$ cat config.mk
export PLATFORM = sky130hd
export DESIGN_NAME = fest_ram
export DESIGN_NICKNAME = d
export VERILOG_FILES = /design/src/design/fest_ram.sv
export SDC_FILE = /design/constraint.sdc
export NUM_CORES = 1
export LEC_CHECK = 0
export BUFFER_PORTS_ARGS = -buffer_cell sky130_fd_sc_hd__buf_2
export CORE_MARGIN = 5
export CORE_UTILIZATION = 49
export DETAILED_ROUTE_END_ITERATION = 10
export GPL_TIMING_DRIVEN = 0
export PLACE_DENSITY_LB_ADDON = 0.15
export SLEW_MARGIN = 10
export SYNTH_ARGS = -nofsm -noshare
export SYNTH_HDL_FRONTEND = slang
export SYNTH_SLANG_ARGS = --single-unit
$ cat constraint.sdc
create_clock -name clk -period 2.9 [get_ports clk]
set_input_delay 0.58 -clock clk [delete_from_list [all_inputs] [get_ports clk]]
set_output_delay 0.58 -clock clk [all_outputs]
set_load 0.01 [all_outputs]
$ cat src/design/fest_ram.sv
// Generic single-port-write, single-port-read RAM with registered read data.
module fest_ram #(
	parameter int WIDTH = 8,
	parameter int DEPTH = 64
) (
	input  logic                                       clk,
	input  logic                                       we,
	input  logic [((DEPTH > 1) ? $clog2(DEPTH) : 1)-1:0] waddr,
	input  logic [WIDTH-1:0]                           wdata,
	input  logic [((DEPTH > 1) ? $clog2(DEPTH) : 1)-1:0] raddr,
	output logic [WIDTH-1:0]                           rdata
);

	logic [WIDTH-1:0] mem [DEPTH];

	always_ff @(posedge clk) begin
		if (we) begin
			mem[waddr] <= wdata;
		end
		rdata <= mem[raddr];
	end

endmodule

==> metrics.md, run 1 <==
| Metric | Value |
|---|---|
| Initial Utilization | `0.4950` |
| CP max-delay cell | `o41ai_1` |
| Commonest cells post-synth | `edfxtp_1, mux4_2, nor2_1` |
| WP data required | `3300 ps` |
| Total track usage | `0.2161` |
| NumNets Final | `approximately 1000` |
| Final non-filler cell total | `between 1500 and 2000` |
| Gr ovfl total | `0` |
| Flops & latches, synth | `between 500 and 600` |
| Gate Count Post-Synth | `940` |
| Residual DRC | `0` |
| Vias post-DR | `9669` |
| CTS tree | `done` |
| Setup repair after global routing missed its margin | `false` |
| Detailed placement HPWL | `between 30000 and 40000 um` |
| Top_reg_cell synth | `edfxtp_1` |
| Arr. time, crit path | `around 3200 ps` |
| Final Hold Vio Count | `0` |
| Met3 usage | `0.04966` |
| CP Capture Type | `register` |
| Setup WS pre-CTS | `-450.5 ps` |
| Global-route wire length before repair | `69320 um` |
| Most common cell in the netlist | `edfxtp_1` |
| Max Root-Sink Buffers | `3` |
| Fraction of layout cells with a size suffix above 1 | `0.2538` |
| Critical path cell sequence | `buf_2, buf_4, clkbuf_1, buf_2, o221ai_1, o21a_1, o41ai_1` |
| Largest stage delay on the critical path | `between 600 and 700 ps` |
| RePlAce Congestion | `between 0.9 and 1` |
| CTS root buffer | `clkbuf_16` |
| Worst min path class | `input port to register` |
| Clock Latency Late Sink | `590 ps` |
| Initial DRC count | `approximately 970` |
| Synth top area share | `0.7624` |
| Worst-path fanout max | `10` |
| Core area | `~0.04 mm2` |
| Worst Path Buf+Inv | `4` |
| Most area-consuming cells after synthesis | `edfxtp_1, mux4_2, nor2_1, mux2i_1, dfxtp_1` |
| Top cell family by delay on the critical path | `buffers and inverters` |
| Met2 Resource Use GR | `0.3474` |
| Synth cell types | `40` |
| Post-cts hold buffer count | `0` |
| Outcome | `completed` |
| Die Y | `around 210 um` |
| Wire per inst | `around 30 um` |
| Peak VDD IR | `approximately 0.45 mV` |
| Sw Pwr | `approximately 3.3 mW` |
| Final WS setup | `roughly 95 ps` |
| Worst Skew | `approximately 17 ps` |
| Async S/R FF share, synth | `0` |
| Antenna violations before repair | `2` |
| Row count | `between 70 and 80` |
| Drt first pass iters | `6` |
| Vias per inst | `roughly 6.1` |
| # diodes | `0` |
| Final Cycle Share | `0.9673` |
| Mapped Area | `~0.02 mm2` |
| Slew Limit Fails | `0` |
| Syn Area/Cell | `~21 um2` |
| Syn nets | `about 960` |
| Synthesis Warnings | `0` |
| # placed instances | `roughly 1500` |
| Fin crit period | `~2800 ps` |
| I/O pin total | `30` |
| Routed wire length | `48070 um` |
| Vias in the first global route | `around 10000` |
| Port Buffers | `21` |
| Routed Antenna Nets | `0` |
| Area grow syn2layout | `11.99%` |
| Sequential Power Share | `0.536` |
| Post-CTS Setup Repair Bufs | `0` |
| Pin count of the biggest net entering global routing | `65` |
| Startpoint Class | `input port` |
| Sinks on Clock Net | `520` |
| Fraction of power consumed by the clock network | `0.411` |
| Achievable frequency | `~0.36 GHz` |
| Global-route track usage on met1 | `0.3036` |
| Power Dens Cells | `about 690 mW/mm2` |
| Post-synth EDFFs | `between 500 and 600` |
| DIE WIDTH | `212.9 um` |
| Die area | `0.04531 mm2` |
| H-tree depth | `2` |
| Post-synth top area cell | `edfxtp_1` |
| Max Cap Violations | `0` |
| Clock Pin Slew Worst Setup and Hold Paths | `60 ps` |
| WS Path Type | `input port to register` |
| Worst-Margin Slew | `about 1300 ps` |
| Resize count post-CTS | `0` |
| Final hold slack | `around 440 ps` |
| Combinational power share | `0.053` |
| Slew HR | `0.1534` |
| Post-synthesis sequential area ratio | `0.7703` |
| Gr busiest metal | `met2` |
| Leakage | `between 7 and 8 nW` |
| Switch share | `0.2116` |
| Cts bufs inserted | `52` |
| Number of setup violations in the final report | `0` |
| Most frequent CP cell | `buf_2` |
| P_int | `12.27 mW` |
layer usage:
metal / vias to the layer above / routed length (um) / part of all wire
met5: - / 7 / 0.00015
met1: 5097 / 19370 / 0.40
met2: 404 / 23350 / 0.49
met3: 84 / 4073 / 0.085
met4: 2 / 1263 / 0.026
li1: 4082 / - / -
per-stage QoR:
stage	setup TNS (ps)	total power [mW]	instance area [um2]	utilization
after floorplan	0	8.940	20170	-
after global placement	-3932	9.314	20940	0.5139
after detailed placement	-7392	9.327	20950	0.5143
after CTS	0	15.68	22580	0.5542
after global routing	0	16.07	22590	0.5544
final	0	15.56	22590	0.5544
flip-flops by register name (all words and copies together) (netlist names):
signal	count
mem	512
rdata	8
final timing paths:
kind	slack (ps)	cells past startpoint	to	from
setup / recovery	90	7	rdata[5]$_DFF_P_	raddr[2]
hold / removal	440	2	rdata[3]$_DFF_P_	raddr[5]
setup reg to reg	490	4	rdata[5]$_DFF_P_	mem[2][5]$_DFFE_PP_
hold reg to reg	980	4	rdata[0]$_DFF_P_	mem[23][0]$_DFFE_PP_
layout make-up:
class | count | area [um2]
clock buffers | 61 | 1378
well taps | 532 | 665.6
repair buffers | 21 | 115.1
fillers | 3108 | 18150
flip-flops and latches | 520 | 15530
plain buffers | 51 | 316.6
clock inverters | 34 | 250.2
multi-input cells | 369 | 4325
logic make-up after synthesis:
| group | count (synthesis) | synth area share |
|---|---|---|
| simple gates | 153 | 0.03387 |
| mux | 162 | 0.1594 |
| buf+inv | 51 | 0.01570 |
| compound gates | 54 | 0.02072 |
| flops | 520 | 0.7703 |
cell usage in the layout (no fill, tap or decap), drive strengths merged, types with 4 or more instances in the layout:
master	netlist	routed
nor3	7	7
a221oi	6	6
a211oi	4	4
mux2i	23	23
o221ai	8	8
mux4	126	126
nor2	83	83
nand2	19	19
nand2b	7	7
o22ai	8	8
o21ai	4	4
nor2b	14	14
dfxtp	8	8
nand3	13	13
buf	34	55
clkbuf	17	78
mux2	13	13
clkinv	0	28
edfxtp	512	512
power groups by stage:
stage                     combinational [mW]  sequential, mW  clock [mW]
after detailed placement               0.831            8.50           0
after global routing                   0.873            8.34        6.86
final                                  0.828            8.33        6.40
after CTS                              0.833            8.34        6.51
after global placement                 0.820            8.49           0
after floorplan                        0.443            8.50           0
Power figures use the tool's default switching activity.
==> inputs of run 2 (changes only) <==
CORE_UTILIZATION = 32   (was 49)
==> run 2 against run 1 <==
Clock skew hardly changed. Critical endpoint is now rdata[0]$_DFF_P_. Sequential share of layout area is 1.6 points lower. First-iteration DRC count is 2.4% lower. Combinational power is 4.6% higher. Non-clock buffer count stayed put.
==> metrics.md, run 2 (same netlist as run 1, synthesis figures left out) <==
| Metric | Value |
|---|---|
| Fin crit period | `2771 ps (-33.80 ps)` |
| Wire per inst | `28.56 um (-5.7%)` |
| Global-route wire length before repair | `76660 um (+11%)` |
| Post-CTS Setup Repair Bufs | `0 (unchanged)` |
| Slew Limit Fails | `0 (unchanged)` |
| I/O pin total | `30 (unchanged)` |
| Slew HR | `0.2060 (+0.05259)` |
| Pin count of the biggest net entering global routing | `65 (unchanged)` |
| Critical path cell sequence | `buf_2, clkbuf_1, clkbuf_1, clkbuf_1, a221oi_1, o2bb2ai_1` |
| Leakage | `7.068 nW (+0.83%)` |
| Largest stage delay on the critical path | `640 ps (about the same)` |
| Final Hold Vio Count | `0 (unchanged)` |
| Worst min path class | `input port to register` |
| Setup WS pre-CTS | `-699.8 ps (-249.3 ps)` |
| Clock Latency Late Sink | `600 ps (about the same)` |
| Cts bufs inserted | `56 (+7.7%)` |
| Critical R2R Launch | `mem[3][3]$_DFFE_PP_` |
| Max Cap Violations | `0 (unchanged)` |
| Final WS setup | `128.6 ps (+33.80 ps)` |
| Detailed placement HPWL | `34210 um (+13%)` |
| Max reg flops | `512 (unchanged)` |
| Number of setup violations in the final report | `0 (unchanged)` |
| Arr. time, crit path | `3240 ps (+40 ps)` |
| Vias post-DR | `9674 (+0.052%)` |
| Clock Pin Slew Worst Setup and Hold Paths | `60 ps (about the same)` |
| Die area | `0.06814 mm2 (+50%)` |
| Gr ovfl total | `0 (unchanged)` |
| CP max-delay cell | `clkbuf_1` |
| Fraction of layout cells with a size suffix above 1 | `0.2590 (+0.005191)` |
| Power Dens Cells | `691.3 mW/mm2 (+0.35%)` |
| Beginning of the critical path | `raddr[4]` |
| Routed wire length | `54490 um (+13%)` |
| WP data required | `3370 ps (+70 ps)` |
| Port Buffers | `21 (unchanged)` |
| Outcome | `completed` |
| Area grow syn2layout | `14.60%` |
| Initial DRC count | `948 (-2.4%)` |
| Largest regs | `mem (512), rdata (8)` |
| Initial Utilization | `0.3215 (-0.1736)` |
| H-tree depth | `2 (unchanged)` |
| Core area | `0.06274 mm2 (+54%)` |
| WS Path Type | `input port to register` |
| NumNets Final | `1041 (+0.39%)` |
| Commonest non-fill, non-tap cell in the layout | `edfxtp_1` |
| Residual DRC | `0 (unchanged)` |
| Final hold slack | `465.2 ps (+26.85 ps)` |
| Most flops, register | `mem` |
| Hold_sp | `raddr[5]` |
| Total power | `15.98 mW (+2.7%)` |
| Sinks on Clock Net | `520 (unchanged)` |
| Max Root-Sink Buffers | `3 (unchanged)` |
| Most frequent CP cell | `clkbuf_1` |
| Final Cycle Share | `0.9557 (-0.01165)` |
| Row count | `92 (+24%)` |
| Peak VDD IR | `0.5052 mV (+11%)` |
| DIE WIDTH | `261.0 um (+23%)` |
| Startpoint Class | `input port` |
| Achievable frequency | `0.3608 GHz (+1.2%)` |
| Antenna violations before repair | `5 (+3)` |
| Vias in the first global route | `10060 (+1.6%)` |
| Fillers | `5772 (+86%)` |
| RePlAce Congestion | `0.7891 (-14%)` |
| Worst Skew | `17.00 ps (+0.06560 ps)` |
| Drt first pass iters | `5 (-1)` |
| Post-cts hold buffer count | `0 (unchanged)` |
| Resize count post-CTS | `3 (+3)` |
| CP Capture Type | `register` |
| Worst-path fanout max | `10 (unchanged)` |
| Worst-Margin Slew | `1191 ps (-78.88 ps)` |
| Total track usage | `0.1597 (-0.05641)` |
| Vias per inst | `5.070 (-17%)` |
| Routed Antenna Nets | `0 (unchanged)` |
| Setup repair after global routing missed its margin | `false` |
| CTS tree | `done` |
| Die Y | `261.0 um (+23%)` |
| Leading cell types in the layout, fill and taps excluded | `edfxtp_1, mux4_2, nor2_1` |
| CTS root buffer | `clkbuf_16` |
==> run 2: layout make-up <==
cell class,instances,area [um2],area share
Timing Repair Buffer,23,137.6,0.005955
Antenna cell,4,10.01,0.0004331
Multi-Input combinational cell,369,4357,0.1885
Tap cell,846,1059,0.04580
Clock buffer,70,1475,0.06383
Clock inverter,27,229.0,0.009907
Sequential cell,520,15530,0.6722
Buffer,49,310.3,0.01343
==> run 2: worst max-delay path: cells and delay by family <==
family | cells | cell delay, ps
buffers and inverters | 4 | 2010
AOI/OAI and AO/OA | 2 | 630
==> run 2: worst paths after layout <==
| check | end | slack, ps | depth (start not counted) |
|---|---|---|---|
| setup / recovery | rdata[0]$_DFF_P_ | 130 | 6 |
| hold / removal | rdata[3]$_DFF_P_ | 470 | 2 |
| setup reg to reg | rdata[3]$_DFF_P_ | 490 | 4 |
| hold reg to reg | rdata[3]$_DFF_P_ | 970 | 5 |
==> run 2: per-layer routing <==
| metal | track usage | wire [um] | share of wire |
|---|---|---|---|
| met5 | 0 | 0 | 0 |
| met2 | 0.2579 | 25930 | 0.48 |
| met4 | 0.04380 | 1338 | 0.025 |
| met1 | 0.2199 | 23600 | 0.43 |
| met3 | 0.03693 | 3616 | 0.066 |
==> run 2: power breakdown <==
part | switching, mW | total [mW] | internal [mW] | leakage (nW)
logic | 0.567 | 0.866 | 0.298 | 1.57
clock network | 2.86 | 6.78 | 3.92 | 0.827
registers | 0.0137 | 8.34 | 8.32 | 4.67
total | 3.44 | 16.0 | 12.5 | 7.07
==> run 2: per-stage QoR <==
stage	cell area [um2]	util	std cells	setup TNS (ps)
after floorplan	20170	-	940	0
after global placement	21330	0.3400	1807	-14660
after detailed placement	21360	0.3404	1809	-26990
after CTS	23060	0.3676	1905	0
after global routing	23100	0.3682	1904	0
final	23110	0.3684	1908	0
